`src/rtl/core/ecv_pkg.sv`:
```
// shared types, constants and the arctangent table for the euler camera view core
// no dependencies; imported by every module of the core
package ecv_pkg;

  localparam int DW = 32;
  localparam int FB = 16;

  typedef logic signed [DW-1:0] q_t;
  typedef q_t [2:0] vec3_t;

  typedef enum logic [2:0] {
    REQ_MOVE       = 3'd0,
    REQ_ROTATE     = 3'd1,
    REQ_SET_ANGLES = 3'd2,
    REQ_MOVE_FWD   = 3'd3,
    REQ_GET_VIEW   = 3'd4
  } req_t;

  typedef enum logic [3:0] {
    ST_IDLE,
    ST_MOVE,
    ST_ANG,
    ST_MODSTEP,
    ST_YAWFIX,
    ST_TRIG_START,
    ST_TRIG_WAIT,
    ST_MUL_ISSUE,
    ST_MUL_WB,
    ST_NORM_START,
    ST_NORM_WAIT,
    ST_OUT
  } top_state_t;

  typedef enum logic [2:0] {
    NS_IDLE,
    NS_SQ,
    NS_SQRT,
    NS_DIV_LOAD,
    NS_DIV
  } norm_state_t;

  // degree constants in q16.16
  localparam q_t DEG360_Q   = 32'sd23592960;
  localparam q_t PITCH_LIM  = 32'sd5832704;
  localparam q_t TURN_LIM   = 32'sd11796480;
  localparam q_t ONE_Q      = 32'sd65536;
  localparam logic signed [18:0] NORM_LIM = 19'sd131072;

  // cordic angles in q.24 degrees
  localparam int ANG_W = 35;
  localparam logic signed [ANG_W-1:0] ANG_FULL = 35'sd6039797760;
  localparam logic signed [ANG_W-1:0] ANG_Q90  = 35'sd1509949440;
  localparam logic signed [ANG_W-1:0] ANG_Q180 = 35'sd3019898880;
  localparam logic signed [ANG_W-1:0] ANG_Q270 = 35'sd4529848320;
  localparam int XY_W = 34;
  localparam logic signed [XY_W-1:0] CORDIC_X0 = 34'sd652032874;
  localparam int CORDIC_STEPS = 24;

  function automatic logic [31:0] atan_deg(input logic [4:0] i);
    logic [31:0] v;
    unique case (i)
      5'd0:  v = 32'd754974720;
      5'd1:  v = 32'd445687602;
      5'd2:  v = 32'd235489088;
      5'd3:  v = 32'd119537938;
      5'd4:  v = 32'd60000934;
      5'd5:  v = 32'd30029717;
      5'd6:  v = 32'd15018523;
      5'd7:  v = 32'd7509720;
      5'd8:  v = 32'd3754917;
      5'd9:  v = 32'd1877466;
      5'd10: v = 32'd938734;
      5'd11: v = 32'd469367;
      5'd12: v = 32'd234684;
      5'd13: v = 32'd117342;
      5'd14: v = 32'd58671;
      5'd15: v = 32'd29335;
      5'd16: v = 32'd14668;
      5'd17: v = 32'd7334;
      5'd18: v = 32'd3667;
      5'd19: v = 32'd1833;
      5'd20: v = 32'd917;
      5'd21: v = 32'd458;
      5'd22: v = 32'd229;
      5'd23: v = 32'd115;
      default: v = 32'd0;
    endcase
    return v;
  endfunction

endpackage

```
`src/rtl/core/ecv_mul.sv`:
```
// shared q16.16 multiplier with a registered, floor-truncated product
// depends on ecv_pkg
module ecv_mul (
  input  logic          clk,
  input  ecv_pkg::q_t   a,
  input  ecv_pkg::q_t   b,
  output ecv_pkg::q_t   q
);
  import ecv_pkg::*;

  logic signed [2*DW-1:0] prod;
  q_t q_r;

  assign prod = a * b;

  always_ff @(posedge clk) begin
    q_r <= prod[DW+FB-1:FB];
  end

  assign q = q_r;

endmodule

```
`config.mk`:
```
export PLATFORM = sky130hd
export DESIGN_NAME = ecv_mul
export DESIGN_NICKNAME = d
export VERILOG_FILES = /design/src/rtl/core/ecv_pkg.sv /design/src/rtl/core/ecv_mul.sv
export SDC_FILE = /design/constraint.sdc
export NUM_CORES = 2
export LEC_CHECK = 0
export BUFFER_PORTS_ARGS = -buffer_cell sky130_fd_sc_hd__buf_2
export CAP_MARGIN = 20
export CORE_MARGIN = 2
export CORE_UTILIZATION = 45
export CTS_BUF_LIST = sky130_fd_sc_hd__clkbuf_8
export DETAILED_ROUTE_END_ITERATION = 7
export PLACE_DENSITY = 0.65
export RECOVER_POWER = 25
export SLEW_MARGIN = 0
export SYNTH_ARGS = -nofsm -noshare
export SYNTH_HDL_FRONTEND = slang
export SYNTH_SLANG_ARGS = --single-unit
```
`constraint.sdc`:
```
create_clock -name clk -period 17.6 [get_ports clk]
set_input_delay 3.52 -clock clk [delete_from_list [all_inputs] [get_ports clk]]
set_output_delay 3.52 -clock clk [all_outputs]
set_load 0.02 [all_outputs]
```
Yosys cells after proc, flatten, opt, wreduce, memory -nomap -nowiden
Index checks and enable logic that the tools add are counted.
Operators by class
  $mul: 1
Operators by type and width (number)
  $mul A32 B32 Y48: 1
Word-level totals
  flip-flop bits (word level): 32
  bits of input ports: 65
  output and inout port bits: 32

Longest topological paths before layout
  depth in word-level cells: 1
  depth in mapped cells: 28

Worst setup path before layout
Ideal clock, no wire load.
  kind: input -> register
  from: input port a[18]
  to: register q_r[29], in the netlist q[29]
  library setup time: 122 ps
  data arrival time: 10047 ps
  slack: 7431 ps
  stages: 22
  path buffers: 2
  path through: clkbuf_1 > clkbuf_1 > nand2_1 > fa_1 > fa_1 > fa_1 > fa_1 > inv_1 > fa_1 > fa_1 > fa_1 > fa_1 > ha_1 > a21o_1 > a21o_1 > a221oi_2 > o21ai_1 > a2111oi_4 > o21ai_2 > nand3_2 > nor3b_1 > a311o_1
On the way
  word-level cells in the longest chain between the ends: 1
RTL lines
  start: declaration: RTL line ecv_mul.sv:5  | input ecv_pkg::q_t a,
  $mul A32 B32 Y48: RTL line ecv_mul.sv:14  | assign prod = a * b;
  named net prod[45]: RTL line ecv_mul.sv:11  | logic signed [2*DW-1:0] prod;
  end signal: assignment: RTL line ecv_mul.sv:17  | q_r <= prod[DW+FB-1:FB];
  end: declaration: RTL line ecv_mul.sv:12  | q_t q_r;
The timed path passes the listed nets, and every way through them passes these cells.

Worst setup path in the final report
  from: input port b[2]
  to: register q_r[29], in the netlist q[29]
On the way
  word-level cells in the longest chain between the ends: 1
RTL lines
  start: declaration: RTL line ecv_mul.sv:6  | input ecv_pkg::q_t b,
  $mul A32 B32 Y48: RTL line ecv_mul.sv:14
  named net prod[45]: RTL line ecv_mul.sv:11
The timed path passes the listed nets, and every way through them passes these cells.

==> flow_summary_export.csv <==
group,metric,value,unit
status,status,"completed",
timing,worst_pin_slew,0.799,ns
die,die_h,259,um
die,die_w,259,um
yosys,yosysWarningCount,0,
timing,timing.slew.headroom,46.8,%
worst_setup_path,critical_path_peak_fanout,32,
die,initial_util,45.4,%
clock_tree,numCtsBuffers,5,
worst_setup_path,critPathCaptureType,"flop",
worst_setup_path,cp.required,17.85,ns
yosys,postSynthCellCount,3106,
yosys,postSynth.topFlopCell,"sky130_fd_sc_hd__dfxtp_1",
die,floorplan.die_area,0.0669,sq mm
final_layout,number_of_flip_flops_under_the_largest_register_name,32,
clock_tree,cts-resized-gates,0,
place,portBuffers,96,
place,placedCellCount,3890,
yosys,synth_cell_types,48,
timing,grt_setup_unrepaired,"false",
yosys,yosys_register_bits,32,
clock_tree,cts_tree,"yes",
global_route,grt_remaining_overflow,0,
global_route,grtUsageTotal,23.1,%
timing,report.final.hold_viol_count,0,
clock_tree,clkSlewWorstSetupHoldPaths,0.09,ns
worst_setup_path,crit_path_start_kind,"primary input",
route,wirelength,71100,um
timing,finalWorstSetupSlack,6.92,ns
timing,worst_hold_slack_after_final_layout,4.06,ns
flow_run,drv_cap,0,
clock_tree,ctsHtreeMaxLevel,2,
route,drtAntennaViolNets,0,
place,routabilityCongestion,0.838,
clock_tree,clk_path_buf_depth,2,
yosys,synth-async-reset-ratio,0,%
final_layout,fin_cells,3903,
timing,fin_tns_setup,0,ns
final_layout,post_route_cells_drive_above_1_share,3.48,%
min_path,hold_path.class,"in -> reg",
final_layout,final_net_count,4108,
timing,finalCriticalPeriod,10.68,ns
clock_tree,cts.hold.buffers_added,0,
global_route,grt_antenna_before_repair,10,
global_route,grt_max_degree,34,
yosys,synth.cell_area,0.0292,sq mm
final_layout,area_growth_syn_to_layout,3.50,%
yosys,syn-num-nets,4172,
yosys,syn_area_per_cell,9.40,sq um
place,dpl_worst_slack,6.48,ns
place,post_detailed_placement_half_perimeter_wirelength,58500,um
worst_setup_path,timing.critical_path.arrival,10.93,ns
clock_tree,postCtsSetupBuffers,0,
die,placement_rows,93,
clock_tree,root_buffer,"sky130_fd_sc_hd__clkbuf_8",
worst_setup_path,crit_type,"in -> reg",
route,drc,0,
timing,final-max-slew-violation-count,0,
die,core_area,0.0643,sq mm
timing,fin_crit_sh,60.7,%
route,wl_per_cell,18.2,um
final_layout,fillerInstances,6103,
route,initialDrtViolationCount,988,
timing,highest_attainable_clock_frequency,93.7,MHz
yosys,synth_enable_flop_cells,0,
global_route,grt_pass1_wl,120000,um
yosys,synth_sequential_area_ratio,2.19,%
route,drt-pass1-iter-count,5,
clock_tree,cts.sink_count,32,
die,io-pin-count,97,
route,detailroute.via_count,19442,
route,vias_per_cell,4.98,
timing,setup_violations,0,
global_route,number_of_global_route_vias_before_repair,22401,
==> per-stage QoR <==
step                      cell area (sq um)  util [%]
after floorplan                       29200         -
after global placement                30100      46.8
after detailed placement              30100      46.8
after CTS                             30200      47.0
after global routing                  30200      47.0
final                                 30200      47.0
==> area by class of cell <==
type | count | area (sq um) | area share (%)
inverters | 786 | 2950 | 9.76
diodes | 5 | 12.5 | 0.0414
well taps | 855 | 1070 | 3.54
repair buffers | 97 | 468 | 1.55
multi-input cells | 2120 | 25000 | 82.6
flip-flops and latches | 32 | 641 | 2.12
clock buffers | 5 | 68.8 | 0.228
clock inverters | 3 | 42.5 | 0.141
==> cell usage in the layout, fill, tap and decap left out, types with 11 or more instances in the layout <==
cell                       instances
sky130_fd_sc_hd__nor2b_1          11
sky130_fd_sc_hd__xor2_1           17
sky130_fd_sc_hd__a21o_1           14
sky130_fd_sc_hd__dfxtp_1          32
sky130_fd_sc_hd__inv_1           786
sky130_fd_sc_hd__clkbuf_1         16
sky130_fd_sc_hd__a21oi_1          22
sky130_fd_sc_hd__and2_1          463
sky130_fd_sc_hd__nand2_1         438
sky130_fd_sc_hd__fa_1            838
sky130_fd_sc_hd__nor2_1           21
sky130_fd_sc_hd__buf_2            80
sky130_fd_sc_hd__ha_1            163
sky130_fd_sc_hd__xnor2_1          54
==> critical path, cell delays in order <==
cell                        delay (ns)
sky130_fd_sc_hd__buf_2            0.59
sky130_fd_sc_hd__nand2_1          0.17
sky130_fd_sc_hd__fa_1             0.59
sky130_fd_sc_hd__fa_1             0.43
sky130_fd_sc_hd__fa_1             0.48
sky130_fd_sc_hd__fa_1             0.55
sky130_fd_sc_hd__inv_1            0.05
sky130_fd_sc_hd__fa_1             0.48
sky130_fd_sc_hd__fa_1             0.57
sky130_fd_sc_hd__fa_1             0.45
sky130_fd_sc_hd__fa_1             0.51
sky130_fd_sc_hd__ha_1             0.38
sky130_fd_sc_hd__a21oi_2          0.17
sky130_fd_sc_hd__o21ai_2          0.10
sky130_fd_sc_hd__nor4_2           0.36
sky130_fd_sc_hd__a211oi_4         0.21
sky130_fd_sc_hd__a2111oi_4        0.59
sky130_fd_sc_hd__o21ai_2          0.16
sky130_fd_sc_hd__nand3_2          0.13
sky130_fd_sc_hd__nor3b_1          0.06
sky130_fd_sc_hd__a311o_1          0.32
==> path summary, 6_finish.rpt <==
| path | start | endpoint | slack [ns] | cells after the start |
|---|---|---|---|---|
| max | b[2] | q[29]$_DFF_P_ | 6.92 | 21 |
| min | a[31] | q[31]$_DFF_P_ | 4.06 | 6 |
==> cells by family (layout without fill, tap and decap cells) <==
logic type,after synthesis,after routing,share of synthesized area (%)
fa+ha+maj,1001,1001,64.4
compound gates,87,87,2.23
simple gates,961,961,16.7
other cells,0,5,0
flops,32,32,2.19
xor+xnor,71,71,2.13
buf+inv,954,891,12.3
==> synthesized netlist by cell type, types with 3 or more instances <==
cell type | count | area (sq um)
sky130_fd_sc_hd__ha_1 | 163 | 2040
sky130_fd_sc_hd__o21ai_2 | 3 | 26.3
sky130_fd_sc_hd__o21bai_1 | 5 | 37.5
sky130_fd_sc_hd__o21ai_1 | 7 | 35.0
sky130_fd_sc_hd__a21oi_1 | 22 | 110
sky130_fd_sc_hd__inv_1 | 786 | 2950
sky130_fd_sc_hd__a211oi_2 | 3 | 37.5
sky130_fd_sc_hd__nand2b_1 | 9 | 56.3
sky130_fd_sc_hd__and2_1 | 463 | 2900
sky130_fd_sc_hd__nand2_1 | 438 | 1640
sky130_fd_sc_hd__dfxtp_1 | 32 | 641
sky130_fd_sc_hd__xnor2_1 | 54 | 473
sky130_fd_sc_hd__nand4_1 | 5 | 31.3
sky130_fd_sc_hd__nor2b_1 | 11 | 68.8
sky130_fd_sc_hd__fa_1 | 838 | 16800
sky130_fd_sc_hd__clkbuf_1 | 166 | 623
sky130_fd_sc_hd__nor2_1 | 21 | 78.8
sky130_fd_sc_hd__a21o_1 | 14 | 105
sky130_fd_sc_hd__a21oi_2 | 4 | 35.0
sky130_fd_sc_hd__xor2_1 | 17 | 149
sky130_fd_sc_hd__nor3_1 | 3 | 15.0
sky130_fd_sc_hd__o21ai_0 | 9 | 45.0
==> per-layer routing <==
| layer | vias to the layer above | GRT usage, % | part of all wire (%) |
|---|---|---|---|
| met5 | - | 0 | 0.087 |
| met4 | 10 | 5.01 | 1.8 |
| met3 | 87 | 4.50 | 6.2 |
| met2 | 486 | 38.2 | 48 |
| met1 | 10288 | 31.5 | 44 |
| li1 | 8571 | - | - |
Power is not shown: default switching activity piles up to over one toggle a cycle in this logic, so the estimate is an artifact.
