**src/rtl/core/ecv_pkg.sv**
```systemverilog
// shared types, constants and the arctangent table for the euler camera view core
// no dependencies; imported by every module of the core
package ecv_pkg;

  localparam int DW = 32;
  localparam int FB = 16;

  typedef logic signed [DW-1:0] q_t;
  typedef q_t [2:0] vec3_t;

  typedef enum logic [2:0] {
    REQ_MOVE       = 3'd0,
    REQ_ROTATE     = 3'd1,
    REQ_SET_ANGLES = 3'd2,
    REQ_MOVE_FWD   = 3'd3,
    REQ_GET_VIEW   = 3'd4
  } req_t;

  typedef enum logic [3:0] {
    ST_IDLE,
    ST_MOVE,
    ST_ANG,
    ST_MODSTEP,
    ST_YAWFIX,
    ST_TRIG_START,
    ST_TRIG_WAIT,
    ST_MUL_ISSUE,
    ST_MUL_WB,
    ST_NORM_START,
    ST_NORM_WAIT,
    ST_OUT
  } top_state_t;

  typedef enum logic [2:0] {
    NS_IDLE,
    NS_SQ,
    NS_SQRT,
    NS_DIV_LOAD,
    NS_DIV
  } norm_state_t;

  // degree constants in q16.16
  localparam q_t DEG360_Q   = 32'sd23592960;
  localparam q_t PITCH_LIM  = 32'sd5832704;
  localparam q_t TURN_LIM   = 32'sd11796480;
  localparam q_t ONE_Q      = 32'sd65536;
  localparam logic signed [18:0] NORM_LIM = 19'sd131072;

  // cordic angles in q.24 degrees
  localparam int ANG_W = 35;
  localparam logic signed [ANG_W-1:0] ANG_FULL = 35'sd6039797760;
  localparam logic signed [ANG_W-1:0] ANG_Q90  = 35'sd1509949440;
  localparam logic signed [ANG_W-1:0] ANG_Q180 = 35'sd3019898880;
  localparam logic signed [ANG_W-1:0] ANG_Q270 = 35'sd4529848320;
  localparam int XY_W = 34;
  localparam logic signed [XY_W-1:0] CORDIC_X0 = 34'sd652032874;
  localparam int CORDIC_STEPS = 24;

  function automatic logic [31:0] atan_deg(input logic [4:0] i);
    logic [31:0] v;
    unique case (i)
      5'd0:  v = 32'd754974720;
      5'd1:  v = 32'd445687602;
      5'd2:  v = 32'd235489088;
      5'd3:  v = 32'd119537938;
      5'd4:  v = 32'd60000934;
      5'd5:  v = 32'd30029717;
      5'd6:  v = 32'd15018523;
      5'd7:  v = 32'd7509720;
      5'd8:  v = 32'd3754917;
      5'd9:  v = 32'd1877466;
      5'd10: v = 32'd938734;
      5'd11: v = 32'd469367;
      5'd12: v = 32'd234684;
      5'd13: v = 32'd117342;
      5'd14: v = 32'd58671;
      5'd15: v = 32'd29335;
      5'd16: v = 32'd14668;
      5'd17: v = 32'd7334;
      5'd18: v = 32'd3667;
      5'd19: v = 32'd1833;
      5'd20: v = 32'd917;
      5'd21: v = 32'd458;
      5'd22: v = 32'd229;
      5'd23: v = 32'd115;
      default: v = 32'd0;
    endcase
    return v;
  endfunction

endpackage

```
**src/rtl/core/ecv_cordic.sv**
```systemverilog
// iterative cordic sine and cosine of an angle in q16.16 degrees, one rotation a cycle
// depends on ecv_pkg
module ecv_cordic (
  input  logic        clk,
  input  logic        rst_n,
  input  logic        start,
  input  ecv_pkg::q_t ang,
  output logic        done,
  output ecv_pkg::q_t co,
  output ecv_pkg::q_t si
);
  import ecv_pkg::*;

  logic                    busy_r;
  logic [4:0]              step_r;
  logic signed [ANG_W-1:0] a_r;
  logic signed [XY_W-1:0]  x_r, y_r;
  logic                    flip_r;
  logic                    done_r;
  q_t                      co_r, si_r;

  logic signed [ANG_W-1:0] a0, a1, a2, at;
  logic                    flip0;
  logic signed [XY_W-1:0]  xs, ys, xn, yn, xf, yf;

  always_comb begin
    // fold the angle into [-90, 90] and remember a half turn
    a0 = {ang[26:0], 8'b0};
    a1 = a0[ANG_W-1] ? a0 + ANG_FULL : a0;
    flip0 = 1'b0;
    if (a1 >= ANG_Q270) begin
      a2 = a1 - ANG_FULL;
    end else if (a1 > ANG_Q90) begin
      a2 = a1 - ANG_Q180;
      flip0 = 1'b1;
    end else begin
      a2 = a1;
    end
    at = ANG_W'($signed({1'b0, atan_deg(step_r)}));
    xs = x_r >>> step_r;
    ys = y_r >>> step_r;
    if (!a_r[ANG_W-1]) begin
      xn = x_r - ys;
      yn = y_r + xs;
    end else begin
      xn = x_r + ys;
      yn = y_r - xs;
    end
    xf = flip_r ? -xn : xn;
    yf = flip_r ? -yn : yn;
  end

  always_ff @(posedge clk) begin
    if (!rst_n) begin
      busy_r <= 1'b0;
      done_r <= 1'b0;
      step_r <= '0;
    end else begin
      done_r <= 1'b0;
      if (start) begin
        busy_r <= 1'b1;
        step_r <= '0;
      end else if (busy_r) begin
        if (step_r == 5'(CORDIC_STEPS - 1)) begin
          busy_r <= 1'b0;
          done_r <= 1'b1;
        end
        step_r <= step_r + 5'd1;
      end
    end
  end

  always_ff @(posedge clk) begin
    if (start) begin
      a_r    <= a2;
      flip_r <= flip0;
      x_r    <= CORDIC_X0;
      y_r    <= '0;
    end else if (busy_r) begin
      x_r <= xn;
      y_r <= yn;
      a_r <= a_r[ANG_W-1] ? a_r + at : a_r - at;
      if (step_r == 5'(CORDIC_STEPS - 1)) begin
        co_r <= DW'(xf >>> 14);
        si_r <= DW'(yf >>> 14);
      end
    end
  end

  assign done = done_r;
  assign co   = co_r;
  assign si   = si_r;

endmodule

```
**config.mk**
```make
export PLATFORM = sky130hd
export DESIGN_NAME = ecv_cordic
export DESIGN_NICKNAME = d
export VERILOG_FILES = /design/src/rtl/core/ecv_pkg.sv /design/src/rtl/core/ecv_cordic.sv
export SDC_FILE = /design/constraint.sdc
export NUM_CORES = 1
export LEC_CHECK = 0
export BUFFER_PORTS_ARGS = -buffer_cell sky130_fd_sc_hd__buf_4
export CORE_MARGIN = 2
export CORE_UTILIZATION = 45
export CTS_BUF_LIST = sky130_fd_sc_hd__clkbuf_4 sky130_fd_sc_hd__clkbuf_8
export DETAILED_ROUTE_END_ITERATION = 12
export GPL_TIMING_DRIVEN = 0
export PLACE_DENSITY_LB_ADDON = 0.25
export SYNTH_ARGS = -nofsm -noshare
export SYNTH_HDL_FRONTEND = slang
export SYNTH_SLANG_ARGS = --single-unit
```
**constraint.sdc**
```tcl
create_clock -name clk -period 13.8 [get_ports clk]
set_clock_uncertainty 0.1 [all_clocks]
set_input_delay 2.76 -clock clk [delete_from_list [all_inputs] [get_ports clk]]
set_output_delay 2.76 -clock clk [all_outputs]
set_load 0.005 [all_outputs]
```
Word-level counts from Yosys, hierarchy flattened
Memories as Yosys holds them, arrays and structs flattened. A register that Yosys moved wholly into a read port is not among the register bits.
Cells that the tools add are included.
{ "word_totals": {"elab_cells": 51, "regBits": 151, "in_bits": 35, "ram_bits": 0, "latchBits": 0, "n_memories": 1, "romBits": 960} }
{ "op_classes": {"order_cmp": 2, "eq_ne": 1, "n_reduce_logical": 4, "mux": 17, "n_addsub": 12, "mul": 0, "n_shift": 2, "div_mod_pow": 0, "n_bitwise": 3} }
{ "memory_table": {"columns": ["name", "depth", "width", "read_ports", "rd_clocked_by_memory_dff", "wr", "line_no", "source"], "rows": [
  ["(no name shown)", 32, 30, 1, 1, 0, "ecv_pkg.sv:61", "unique case (i)"]
]} }
{ "op_table": {"columns": ["op", "count"], "rows": [
  ["two-way mux 35 bit", 6],
  ["two-way mux 34 bit", 4],
  ["adder 34 bit", 2],
  ["negation 34 bit", 2],
  [">>> shifter 34 x 5 -> 34 bit", 2],
  ["subtractor 34 bit", 2],
  ["adder 35 x 33 -> 35 bit", 1],
  ["adder 35 x 34 -> 35 bit, second input constant", 1],
  [">= comparator 35 x 34 -> 1 bit, second input constant", 1],
  ["> comparator 35 x 32 -> 1 bit, second input constant", 1],
  ["subtractor 35 x 33 -> 35 bit", 1],
  ["subtractor 35 x 33 -> 35 bit, second input constant", 1],
  ["subtractor 35 x 34 -> 35 bit, second input constant", 1],
  ["two-way mux 5 bit", 2],
  ["adder 5 x 1 -> 5 bit, second input constant", 1],
  ["== test 5 bit, second input constant", 1],
  ["two-way mux 1 bit", 5],
  ["inverter 1 bit", 3],
  ["AND reduction 3 bit", 1],
  ["OR reduction 3 bit", 1],
  ["nonzero test 2 bit", 1],
  ["OR reduction 2 bit", 1]
]} }

Longest topological paths before layout
{ "logic_depth": {"word_depth": 6, "ltp_mapped": 29, "mapped_depth_nobuf": 23} }

Worst setup path after synthesis
No wires, ideal clock.
{ "synth_path": {"kind": "input port to flip-flop", "from": "input port start", "to": "register co_r[0], in the netlist co[0] (enable)", "setup_time_ns": 0.539, "cell_stages": 2, "setup_slack_ns": 6.295, "arrival_ns": 6.866, "path_cell_list": "clkbuf_1 > nor4_1"} }
{ "synth_via": {"elab_chain_len": 2} }
{ "synth_rtl": {"columns": ["item", "line_no", "source"], "rows": [
  ["start: declaration", "ecv_cordic.sv:6", "input logic start,"],
  ["inverter 1 bit (no line)", null, null],
  ["AND reduction 3 bit (no line)", null, null],
  ["end signal: assignment", "ecv_cordic.sv:84", "co_r <= DW'(xf >>> 14);"],
  ["end: declaration", "ecv_cordic.sv:20", "q_t co_r, si_r;"]
]} }
Every way passes these cells.
A chain may end at the register's enable or synchronous reset.

Final worst setup path
{ "layout_path": {"from": "register step_r[4]", "to": "register co[19] (netlist name)"} }
{ "layout_via": {"elab_chain_len": 5, "word_cells_on_any_way": 6} }
{ "layout_rtl": {"columns": ["item", "line_no", "source"], "rows": [
  ["start: declaration", "ecv_cordic.sv:15", "logic [4:0] step_r;"],
  ["start signal: assignment", "ecv_cordic.sv:68", "step_r <= step_r + 5'd1;"],
  [">>> shifter 34 x 5 -> 34 bit *", "ecv_cordic.sv:41", "ys = y_r >>> step_r;"],
  ["subtractor 34 bit / adder 34 bit (equally long branches)", "ecv_cordic.sv:43, ecv_cordic.sv:46", null],
  ["two-way mux 34 bit *", "ecv_cordic.sv:42", "if (!a_r[ANG_W-1]) begin"],
  ["negation 34 bit", "ecv_cordic.sv:49", "xf = flip_r ? -xn : xn;"],
  ["two-way mux 34 bit *", "ecv_cordic.sv:49", null],
  ["net xf[33]", "ecv_cordic.sv:24", "logic signed [XY_W-1:0] xs, ys, xn, yn, xf, yf;"]
]} }
Mark *: on every way through the listed nets, which the timed path passes. The rest lies on a longest branch.

==> results.txt <==
status: complete, no violations
share of layout cells above drive strength 1: 0.122
Worst path most repeated cell: clkbuf_1
Seq/Total Area, Yosys: 0.215
clock slew at reported path FFs: 110 ps
GRT busiest layer: met2
Placer Congestion: 1.10
most frequent cell after synthesis: nor2_1
unrepaired setup endpoints after global routing: no
Worst Path Required: 14060 ps
Cells after Synth: 2516
Critical Path End Type: register
synth cell count leaders: 257 x nor2_1, 246 x nand2_1, 214 x a21oi_1, 153 x o21ai_0, 133 x xnor2_1
hold path startpoint: y_r[0]
Synth warnings: 0
CTS tree: yes
crit path from: step_r[4]
gr ovfl total: 0
Final setup violation count: 0
Max Cap Viol: 0
top-area cell type share of the netlist area: 0.112
final-report hold violation count: 0
worst hold-check path type: reg2reg
die width: 217 um
Routed wire per std cell: 25.1 um
Post-CTS Setup Repair Bufs: 0
total CTS buffers: 17
Combinational Power Share: 0.775
synthesis-stage register bit count: 181
worst-margin pin slew: 1250 ps
Mean Syn Cell Area: 8.10 um^2
largest area contributor in the netlist: edfxtp_1
drt drc: 0
CTS hold repair buffers: 0
Post-Synthesis Cell Area: 20400 um^2
Starting Density: 0.459
nets: 2791
TNS Setup: 0 ps
switching share of power: 0.536
Skew-Pair Late Insertion Delay: 610 ps
Final Max Slew Viols: 0
Pwr per Cell Area: 274 nW/um^2
Netlist cell types: 99
CP Class: reg2reg
fillers: 4335
largest net degree at the start of global routing: 31
relative slew slack: 0.169
Port Buf Inserts: 94
startpoint type of the worst setup path: register
CP Cell Sequence: clkbuf_1 > buf_1 > clkbuf_1 > buf_1 > clkbuf_1 > clkbuf_1 > o21ai_0 > xor2_1 > ha_1 > buf_6 > a21oi_2 > o22ai_1 > o21a_1 > or3b_2 > and3b_1 > o311ai_0 > nand3_1 > xnor2_1 > or4b_1 > o41ai_2 > xor2_1
Max stage delay on crit path: 740 ps
power share of the clock group: 0.070
post-cts resize count: 0
final worst-path cycle share: 0.675
io pins: 100
vias after detailed routing: 21200
DIE AREA: 47000 um^2
Flop pwr share: 0.155
area grow syn2layout: 9.52%
via-per-instance ratio: 6.55
Tot GR Track Use: 0.345
met3 Use GR: 0.0732
max frequency: 0.107 GHz
Die Y: 217 um
final std cells w/o fill: 3242
final hold slack: 403 ps
Total Wirelength: 81.4 mm
CP Max Fanout: 10
Syn Nets: 2672
Max IR drop VDD: 126 uV
root buffer cell: clkbuf_8
DRT iter0 DRCs: 2379
first-pass GRT wire length: 123 mm
worst r2r src: step_r[4]
Tmin final: 9310 ps
met1 usage: 0.434
internal power: 2.84 mW
WP data arrival: 9570 ps
sw power: 3.28 mW
core box area: 44400 um^2
Core Util, Final: 0.503
async set or reset register ratio after synthesis: 0
number of global-route vias before repair: 20100
FP Rows: 77
DP HPWL: 62.7 mm
clock sink count: 181
antenna violations before repair: 1
post-route antenna net violation count: 0
CP max-delay cell: buf_1
buffer depth of the longest clock path: 2
Leak: 9.29 nW
first drt pass iteration count: 8
CTS H-tree depth: 4
most used flip-flop cell after synthesis: dfxtp_1
Synth area leaders: edfxtp_1 11%, dfxtp_1 10%, mux4_2 7.8%, ha_1 7.2%, xnor2_1 5.7%
number of placed instances, taps included: 3208
EDFF count, synth: 76
met2 Track Usage GR: 0.552
## logic make-up (layout without fill, tap and decap cells)
kind of cell / after synthesis / count (layout) / share of synthesized area
AOI/OAI and AO/OA: 753 / 753 / 0.241
xor gates and xnor gates: 213 / 213 / 0.0926
adders and majority gates: 121 / 121 / 0.0754
buffers and inverters: 245 / 377 / 0.0538
DFF: 181 / 181 / 0.215
muxes: 167 / 167 / 0.127
other: 0 / 2 / 0
and+or+nand+nor: 836 / 836 / 0.195
## sequential cells by signal, indices dropped and copies added, names as in the netlist
register / cells
at: 30
done: 1
x_r: 34
a_r: 35
co: 20
si: 20
y_r: 34
flip_r: 1
busy_r: 1
step_r: 5
## layer usage
layer,wire length [um],up-vias
met5,0,-
met4,4980,0
met3,7280,246
met2,36700,1153
met1,32400,10200
li1,-,9575
## worst paths after layout
path / end / slack [ps] / cells past startpoint
min reg2reg: y_r[0] / 400 / 2
max reg2reg: co[19] / 4490 / 21
min: y_r[0] / 400 / 2
max: co[19] / 4490 / 21
## power groups by stage
stage | registers, mW | clock network, mW | logic (mW)
floorplan | 0.878 | 0 | 3.58
detailed placement | 0.950 | 0 | 4.62
CTS | 0.941 | 0.435 | 4.65
finish | 0.950 | 0.429 | 4.74
global placement | 0.946 | 0 | 4.52
global route | 0.961 | 0.451 | 5.20
## cells in the final DEF (no fill, tap or decap), types with 36 or more instances in the layout
master	netlist	final
xnor2_1	133	133
nor2_1	257	257
nor3_1	62	62
o21ai_0	153	153
buf_4	27	125
mux2i_1	72	72
dfxtp_1	105	105
a31oi_1	36	36
nand3_1	49	49
a21oi_1	214	214
mux4_2	71	71
clkbuf_1	91	91
nand2_1	246	245
inv_1	74	74
ha_1	118	118
xor2_1	78	78
edfxtp_1	76	76
a21o_1	57	57
## worst max-delay path, delay by kind of cell (launching register included)
kind / cells / cell delay, ps
buffers and inverters: 7 / 4170
AOI/OAI and AO/OA: 6 / 1930
and+or+nand+nor: 4 / 1580
xor gates and xnor gates: 3 / 540
DFF: 1 / 370
adders and majority gates: 1 / 340
## final cells by class
class | instances | area, um^2 | share of cell area
clock buffers | 20 | 256 | 0.0115
plain buffers | 165 | 796 | 0.0357
multi-input cells | 2090 | 14900 | 0.668
inverters | 80 | 300 | 0.0135
repair buffers | 100 | 767 | 0.0344
clock inverters | 12 | 163 | 0.00729
flip-flops and latches | 181 | 4380 | 0.196
well taps | 592 | 741 | 0.0332
diodes | 2 | 5.00 | 0.000224
## through the flow
stage	area [um^2]	setup slack (ps)	power (mW)
2_1_floorplan	20400	6300	4.46
3_3_place_gp	21800	2060	5.47
3_5_place_dp	21900	4710	5.57
4_1_cts	22300	4700	6.03
5_1_grt	22300	4210	6.61
6_report	22300	4490	6.12
(Power assumes the default switching activity.)
