**config.mk**
```make
export PLATFORM = sky130hd
export DESIGN_NAME = ecv_norm
export DESIGN_NICKNAME = d
export VERILOG_FILES = /design/src/rtl/core/ecv_pkg.sv /design/src/rtl/core/ecv_norm.sv
export SDC_FILE = /design/constraint.sdc
export NUM_CORES = 2
export LEC_CHECK = 0
export ABC_CLOCK_PERIOD_IN_PS = 8590
export BUFFER_PORTS_ARGS = -buffer_cell sky130_fd_sc_hd__buf_2
export CAP_MARGIN = 20
export CORE_UTILIZATION = 57
export CTS_BUF_LIST = sky130_fd_sc_hd__clkbuf_8 sky130_fd_sc_hd__clkbuf_16
export CTS_CLUSTER_DIAMETER = 80
export DETAILED_ROUTE_END_ITERATION = 6
export PLACE_DENSITY = 0.88
export RECOVER_POWER = 25
export SLEW_MARGIN = 15
export SYNTH_ARGS = -nofsm -noshare
export SYNTH_HDL_FRONTEND = slang
export SYNTH_SLANG_ARGS = --single-unit
```
**constraint.sdc**
```tcl
create_clock -name clk -period 8.59 [get_ports clk]
set_clock_uncertainty 0.1 [all_clocks]
set_input_delay 0.4295 -clock clk [delete_from_list [all_inputs] [get_ports clk]]
set_output_delay 0.4295 -clock clk [all_outputs]
set_load 0.005 [all_outputs]
```
**src/rtl/core/ecv_pkg.sv**
```systemverilog
// shared types, constants and the arctangent table for the euler camera view core
// no dependencies; imported by every module of the core
package ecv_pkg;

  localparam int DW = 32;
  localparam int FB = 16;

  typedef logic signed [DW-1:0] q_t;
  typedef q_t [2:0] vec3_t;

  typedef enum logic [2:0] {
    REQ_MOVE       = 3'd0,
    REQ_ROTATE     = 3'd1,
    REQ_SET_ANGLES = 3'd2,
    REQ_MOVE_FWD   = 3'd3,
    REQ_GET_VIEW   = 3'd4
  } req_t;

  typedef enum logic [3:0] {
    ST_IDLE,
    ST_MOVE,
    ST_ANG,
    ST_MODSTEP,
    ST_YAWFIX,
    ST_TRIG_START,
    ST_TRIG_WAIT,
    ST_MUL_ISSUE,
    ST_MUL_WB,
    ST_NORM_START,
    ST_NORM_WAIT,
    ST_OUT
  } top_state_t;

  typedef enum logic [2:0] {
    NS_IDLE,
    NS_SQ,
    NS_SQRT,
    NS_DIV_LOAD,
    NS_DIV
  } norm_state_t;

  // degree constants in q16.16
  localparam q_t DEG360_Q   = 32'sd23592960;
  localparam q_t PITCH_LIM  = 32'sd5832704;
  localparam q_t TURN_LIM   = 32'sd11796480;
  localparam q_t ONE_Q      = 32'sd65536;
  localparam logic signed [18:0] NORM_LIM = 19'sd131072;

  // cordic angles in q.24 degrees
  localparam int ANG_W = 35;
  localparam logic signed [ANG_W-1:0] ANG_FULL = 35'sd6039797760;
  localparam logic signed [ANG_W-1:0] ANG_Q90  = 35'sd1509949440;
  localparam logic signed [ANG_W-1:0] ANG_Q180 = 35'sd3019898880;
  localparam logic signed [ANG_W-1:0] ANG_Q270 = 35'sd4529848320;
  localparam int XY_W = 34;
  localparam logic signed [XY_W-1:0] CORDIC_X0 = 34'sd652032874;
  localparam int CORDIC_STEPS = 24;

  function automatic logic [31:0] atan_deg(input logic [4:0] i);
    logic [31:0] v;
    unique case (i)
      5'd0:  v = 32'd754974720;
      5'd1:  v = 32'd445687602;
      5'd2:  v = 32'd235489088;
      5'd3:  v = 32'd119537938;
      5'd4:  v = 32'd60000934;
      5'd5:  v = 32'd30029717;
      5'd6:  v = 32'd15018523;
      5'd7:  v = 32'd7509720;
      5'd8:  v = 32'd3754917;
      5'd9:  v = 32'd1877466;
      5'd10: v = 32'd938734;
      5'd11: v = 32'd469367;
      5'd12: v = 32'd234684;
      5'd13: v = 32'd117342;
      5'd14: v = 32'd58671;
      5'd15: v = 32'd29335;
      5'd16: v = 32'd14668;
      5'd17: v = 32'd7334;
      5'd18: v = 32'd3667;
      5'd19: v = 32'd1833;
      5'd20: v = 32'd917;
      5'd21: v = 32'd458;
      5'd22: v = 32'd229;
      5'd23: v = 32'd115;
      default: v = 32'd0;
    endcase
    return v;
  endfunction

endpackage

```
**src/rtl/core/ecv_norm.sv**
```systemverilog
// vector normalizer: clamp, sum of squares, bit-pair square root, restoring divide
// depends on ecv_pkg
module ecv_norm (
  input  logic           clk,
  input  logic           rst_n,
  input  logic           start,
  input  ecv_pkg::vec3_t vin,
  output logic           done,
  output ecv_pkg::vec3_t vout
);
  import ecv_pkg::*;

  norm_state_t state_r, state_nxt;

  logic signed [18:0] c_r [3];
  logic [36:0]        sum_r;
  logic [36:0]        n_r, res_r;
  logic [5:0]         e_r;
  logic [1:0]         idx_r;
  logic [33:0]        quo_r;
  logic [19:0]        rem_r;
  logic [5:0]         cnt_r;
  logic               neg_r;
  logic               done_r;
  vec3_t              o_r;

  logic signed [18:0] clamp_v [3];
  logic signed [37:0] sq;
  logic [36:0]        sum_n;
  logic [36:0]        bitv;
  logic [37:0]        trial;
  logic [18:0]        len;
  logic [19:0]        t;
  logic               qbit;
  logic [33:0]        quo_n;
  logic [33:0]        sgn_q;
  logic [17:0]        mag;

  always_comb begin
    for (int i = 0; i < 3; i++) begin
      if (vin[i] < DW'(-NORM_LIM)) begin
        clamp_v[i] = -NORM_LIM;
      end else if (vin[i] > DW'(NORM_LIM)) begin
        clamp_v[i] = NORM_LIM;
      end else begin
        clamp_v[i] = vin[i][18:0];
      end
    end
    sq    = c_r[idx_r] * c_r[idx_r];
    sum_n = sum_r + sq[36:0];
    bitv  = 37'd1 << e_r;
    trial = {1'b0, res_r} + {1'b0, bitv};
    len   = res_r[18:0];
    t     = {rem_r[18:0], quo_r[33]};
    qbit  = (t >= {1'b0, len});
    quo_n = {quo_r[32:0], qbit};
    sgn_q = neg_r ? -quo_n : quo_n;
    mag   = 18'(c_r[idx_r][18] ? -c_r[idx_r] : c_r[idx_r]);
  end

  always_comb begin
    state_nxt = state_r;
    unique case (state_r)
      NS_IDLE:     if (start) state_nxt = NS_SQ;
      NS_SQ:       if (idx_r == 2'd2) state_nxt = NS_SQRT;
      NS_SQRT:     if (e_r == 6'd0) state_nxt = NS_DIV_LOAD;
      NS_DIV_LOAD: state_nxt = NS_DIV;
      NS_DIV: begin
        if (cnt_r == 6'd33) begin
          state_nxt = (idx_r == 2'd2) ? NS_IDLE : NS_DIV_LOAD;
        end
      end
      default:     state_nxt = NS_IDLE;
    endcase
  end

  always_ff @(posedge clk) begin
    if (!rst_n) begin
      state_r <= NS_IDLE;
      done_r  <= 1'b0;
    end else begin
      state_r <= state_nxt;
      done_r  <= (state_r == NS_DIV) && (cnt_r == 6'd33) && (idx_r == 2'd2);
    end
  end

  always_ff @(posedge clk) begin
    unique case (state_r)
      NS_IDLE: begin
        if (start) begin
          for (int i = 0; i < 3; i++) c_r[i] <= clamp_v[i];
          sum_r <= '0;
          idx_r <= '0;
        end
      end
      NS_SQ: begin
        sum_r <= sum_n;
        idx_r <= idx_r + 2'd1;
        if (idx_r == 2'd2) begin
          n_r   <= sum_n;
          res_r <= '0;
          e_r   <= 6'd36;
          idx_r <= '0;
        end
      end
      NS_SQRT: begin
        if ({1'b0, n_r} >= trial) begin
          n_r   <= n_r - trial[36:0];
          res_r <= (res_r >> 1) + bitv;
        end else begin
          res_r <= res_r >> 1;
        end
        e_r <= e_r - 6'd2;
      end
      NS_DIV_LOAD: begin
        neg_r <= c_r[idx_r][18];
        quo_r <= {mag, 16'b0};
        rem_r <= '0;
        cnt_r <= '0;
      end
      NS_DIV: begin
        rem_r <= qbit ? t - {1'b0, len} : t;
        quo_r <= quo_n;
        cnt_r <= cnt_r + 6'd1;
        if (cnt_r == 6'd33) begin
          // zero length gives the zero vector
          o_r[idx_r] <= (len == '0) ? '0 : sgn_q[DW-1:0];
          idx_r <= idx_r + 2'd1;
        end
      end
      default: ;
    endcase
  end

  assign done = done_r;
  assign vout = o_r;

endmodule

```
== Word level (Yosys, flattened, before mapping) ==
Memories as Yosys holds them, arrays and structs flattened. A register that Yosys moved wholly into a read port is not among the register bits.
Index checks and enable logic that the tools add are counted.

* Register bits after elaboration: 279
* RAM bits: 57
* Input bits: 99
* Output and inout port bits: 97
* Word-level logic and storage cells: 104
* Memories: 1

* $add $sub $neg: 10
* $mul: 1
* Order comparisons: 10
* Equal/unequal tests: 11
* Shift-type cells: 1
* Multiplexer cells: 40
* Reduce and logical (&&, ||, !) cells: 16

{| class="wikitable"
|+ Memories
! memory !! words !! bits a word !! read ports !! clocked after Yosys merged registers in !! wr ports !! line !! source
|-
| c_r || 3 || 19 || 1 || 1 || 3 || ecv_norm.sv:15 || <nowiki>logic signed [18:0] c_r [3];</nowiki>
|}

{| class="wikitable"
|+ Operators by type and width
! operator !! number
|-
| case mux 37 bit (2 select lines) || 3
|-
| two-way mux 37 bit || 5
|-
| two-way mux 19 bit || 7
|-
| bitwise mux 96 bit || 1
|-
| > comparator 32 x 19 -> 1 bit, second input constant || 3
|-
| < comparator 32 x 18 -> 1 bit, second input constant || 3
|-
| two-way mux 32 bit || 3
|-
| case mux 34 bit (2 select lines) || 1
|-
| demux 32 bit (select 2 bit) || 1
|-
| adder 37 x 37 -> 38 bit || 1
|-
| >= comparator 37 x 38 -> 1 bit || 1
|-
| case mux 19 bit (2 select lines) || 1
|-
| adder 36 x 37 -> 37 bit || 1
|-
| adder 37 bit || 1
|-
| multiplier 19 x 19 -> 37 bit || 1
|-
| left shift 1 x 6 -> 37 bit, first input constant || 1
|-
| subtractor 37 bit || 1
|-
| negator 32 bit || 1
|-
| case mux 6 bit (2 select lines) || 2
|-
| >= comparator 20 x 19 -> 1 bit || 1
|-
| zero test 19 bit || 1
|-
| subtractor 19 bit || 1
|-
| two-way mux 18 bit || 1
|-
| negator 18 bit || 1
|-
| other kinds (25) || 46
|}

== Depth between registers and ports, before layout ==
* Depth in word-level cells: 5
* Gate-level depth with buffers: 34
* Mapped depth without buffers: 29

== Worst setup path before layout ==
OpenSTA, ideal clock, no wires.

* Kind: register -> register
* From: register (tool-made name)
* To: register n_r[36], data pin
* Library setup time: 266 ps
* Arrival: 8601 ps
* Required time: 8224 ps
* Path slack: -377 ps
* Stages on the path, launching flop included: 28
* Path buffers: 5
* Clock period less this slack: 8967 ps
* Cell sequence: dfxtp_1 > buf_2 > buf_2 > mux2i_1 > o21a_1 > clkbuf_1 > clkbuf_1 > buf_1 > nor2_1 > fa_1 > inv_1 > fa_1 > inv_1 > fa_1 > fa_1 > fa_1 > fa_1 > inv_1 > fa_1 > inv_1 > ha_1 > a21o_1 > a21o_1 > a221oi_1 > o21ai_0 > o31ai_1 > xnor2_1 > mux2i_1

{| class="wikitable"
|+ RTL lines
! what !! line !! source
|-
| end signal: assignment || ecv_norm.sv:100 || <nowiki>n_r <= sum_n;</nowiki>
|-
| end signal: assignment || ecv_norm.sv:108 || <nowiki>n_r <= n_r - trial[36:0];</nowiki>
|-
| end: declaration || ecv_norm.sv:17 || <nowiki>logic [36:0] n_r, res_r;</nowiki>
|}

==> summary.md <==
| Metric | Value |
|---|---|
| DRT Wirelength | `between 80000 and 90000 µm` |
| Layout Nets | `4189` |
| Top-Level Pins | `between 150 and 200` |
| Outcome | `complete, but fails checks` |
| Grt ovf | `0` |
| Dpl hpwl | `60900 µm` |
| CTS root buf | `clkbuf_16` |
| Hold Violations, Final | `0` |
| GR Util All Layers | `0.285` |
| Post-synthesis async set-or-reset flop share | `0` |
| Clock-pin slew on the worst setup and hold paths | `60 ps` |
| Via count | `25098` |
| Initial core utilization | `0.578` |
| #FFs+latches synth | `337` |
| Synth top area share | `0.304` |
| Die Y-Extent | `between 200 and 250 µm` |
| TritonRoute pass-1 iters | `6` |
| Initial DRC count | `2185` |
| Slew headroom | `-0.200` |
| CP max FO | `14` |
| Unique cell type count in the Yosys netlist | `68` |
| Die ar. | `between 50000 and 60000 µm²` |
| Tmin final | `8320 ps` |
| First-pass GRT wire length | `approximately 130000 µm` |
| Worst EP arrival | `about 8500 ps` |
| Hold Slack | `32.6 ps` |
| Core ar. | `56500 µm²` |
| Final count of pins violating max slew | `61` |
| Slowest-stage cell, CP | `fa_1` |
| TritonCTS Buffers | `38` |
| Clk_lat worst skew | `580 ps` |
| Number of global-route vias before repair | `26043` |
| Drt wl/cell | `18.8 µm` |
| Startpoint types | `register` |
| Largest net degree at the start of global routing | `86` |
| Ratio of cells with drive above 1 in the final layout | `0.0794` |
| Clk sink count | `about 340` |
| Mean number of vias per cell | `slightly below 6` |
| Area contributors post-synth | `edfxtp_1, fa_1, ha_1, inv_1, xnor2_1` |
| Buffers on Ports | `between 150 and 200` |
| CTS Buffer Depth | `3` |
| Mean Syn Cell Area | `just under 10 µm²` |
| Remaining DRCs | `0` |
| Crit Path Category | `reg -> reg` |
| Antenna violations before repair | `0` |
| Syn Nets | `around 4000` |
| CP required | `8780 ps` |
| GP Congestion | `0.977` |
| Failing checks | `max-capacitance violations, max-slew violations` |
| Critical path's top delay family | `adder cells` |
| Post-Synthesis Cells | `3283` |
| Slew @ Worst Pin | `1800 ps` |
| CP endpoint kind | `register` |
| Slowest cell delay on critical path | `580 ps` |
| Num rows | `87` |
| DRT antenna net count | `0` |
| Setup violations, final | `0` |
| Period utilisation layout | `0.969` |
| Synth Cell Area | `around 33000 µm²` |
| Dominant synthesized flop cell | `edfxtp_1` |
| CP bufs+invs | `9` |
| Ys Warns | `0` |
| Final instance area | `between 30000 and 40000 µm²` |
| CTS tree | `done` |
| Area grow syn2layout | `10.4%` |
| Fmax | `120 MHz` |
| Seq/Total Area, Yosys | `0.308` |
| Cell taking the most area after synthesis | `edfxtp_1` |
| Worst Hold Class | `in -> reg` |
| Die Width | `241 µm` |
| Post-synth EDFFs | `331` |
| H-tree Lvls | `2` |
| Maxcap violations | `2` |
| Cell Area, Placed | `roughly 35000 µm²` |
## cell type report
cell class / instances / area [µm²]
repair buffers: 267 / 1430
diodes: 2 / 5.00
well taps: 756 / 946
fillers: 4223 / 20400
flip-flops and latches: 337 / 10100
inverters: 573 / 2150
clock inverters: 30 / 357
clock buffers: 39 / 976
multi-input cells: 2267 / 20100
## logic make-up after synthesis
family | after synthesis | synth area share
adder cells (fa/ha/maj) | 606 | 0.318
flip-flops | 337 | 0.308
multiplexers | 32 | 0.00981
XOR/XNOR | 212 | 0.0569
AND/OR/NAND/NOR | 905 | 0.130
AO/OA/AOI/OAI | 512 | 0.0986
buffers and inverters | 679 | 0.0786
## metrics by stage
| step | cells | setup slack (ps) | TNS [ps] | utilization |
|---|---|---|---|---|
| floorplan | 3283 | 84.8 | 0 | - |
| CTS | 4265 | 72.8 | 0 | 0.638 |
| finish | 4271 | 269 | 0 | 0.638 |
| detailed placement | 4193 | 265 | 0 | 0.614 |
| global placement | 4193 | 445 | 0 | 0.614 |
| global route | 4269 | -57.2 | -57.2 | 0.638 |
## layer usage
metal	wire (µm)	global-route usage	vias up
li1	-	-	11306
met1	29100	0.337	12186
met2	39700	0.486	1258
met3	7350	0.0627	348
met4	4270	0.147	0
met5	0	0	-
## synth_stat cells (all sizes together), types with 13 or more instances
cell and number:
nor3 30, a21o 48, inv 567, xor2 85, nor2 270, nand2b 24, a21oi 126, nand4 34
ha 235, nor2b 73, clkbuf 93, xnor2 127, o21a 23, buf 13, edfxtp 331, o21bai 21
o31ai 25, nand2 278, and2 31, nand3 42, and3 46, o21ai 137, fa 371, a211oi 23
a31oi 36, nor4 32, mux2i 32, or3 20
## path summary, 6_finish.rpt
check / from / endpoint / slack [ps] / cells after the start
worst max register to register: register / n_r[36] / 270 / 29
worst max-delay path: register / n_r[36] / 270 / 29
worst min-delay path: rst_n / state_r[1] / 30 / 2
worst min register to register: quo_r[31] / quo_r[32] / 440 / 2
## registers in the layout, summed over array words and instances, names as in the netlist, named ones only
| register | count |
|---|---|
| c_r | 57 |
| cnt_r | 6 |
| done | 1 |
| e_r | 5 |
| idx_r | 2 |
| n_r | 37 |
| neg_r | 1 |
| quo_r | 34 |
| rem_r | 19 |
| res_r | 37 |
| state_r | 3 |
| sum_r | 37 |
| vout | 96 |
## placed cells by master, fill, tap and decap left out, types with 36 or more instances in the layout
cell       Yosys  layout
buf_2          8     108
inv_1        566     567
ha_1         235     235
fa_1         371     367
nor2b_1       73      73
buf_4          0      62
nand2_1      278     277
a21oi_1      126     125
edfxtp_1     331     331
a21o_1        48      48
o21ai_0      133     131
a31oi_1       36      36
and3_1        46      46
xor2_1        85      85
nand3_1       42      42
nor2_1       270     269
xnor2_1      127     127
clkbuf_16      0      39
clkbuf_1      93      91
## what timing repair did
item                                    CTS  global route
resized for setup                         0            14
endpoints found under the hold margin     3             0
buffers inserted                          0             3
hold buffers                              3             0
endpoints found under the setup margin    0            13
Power is not shown: default switching activity piles up to over one toggle a cycle in this logic, so the estimate is an artifact.
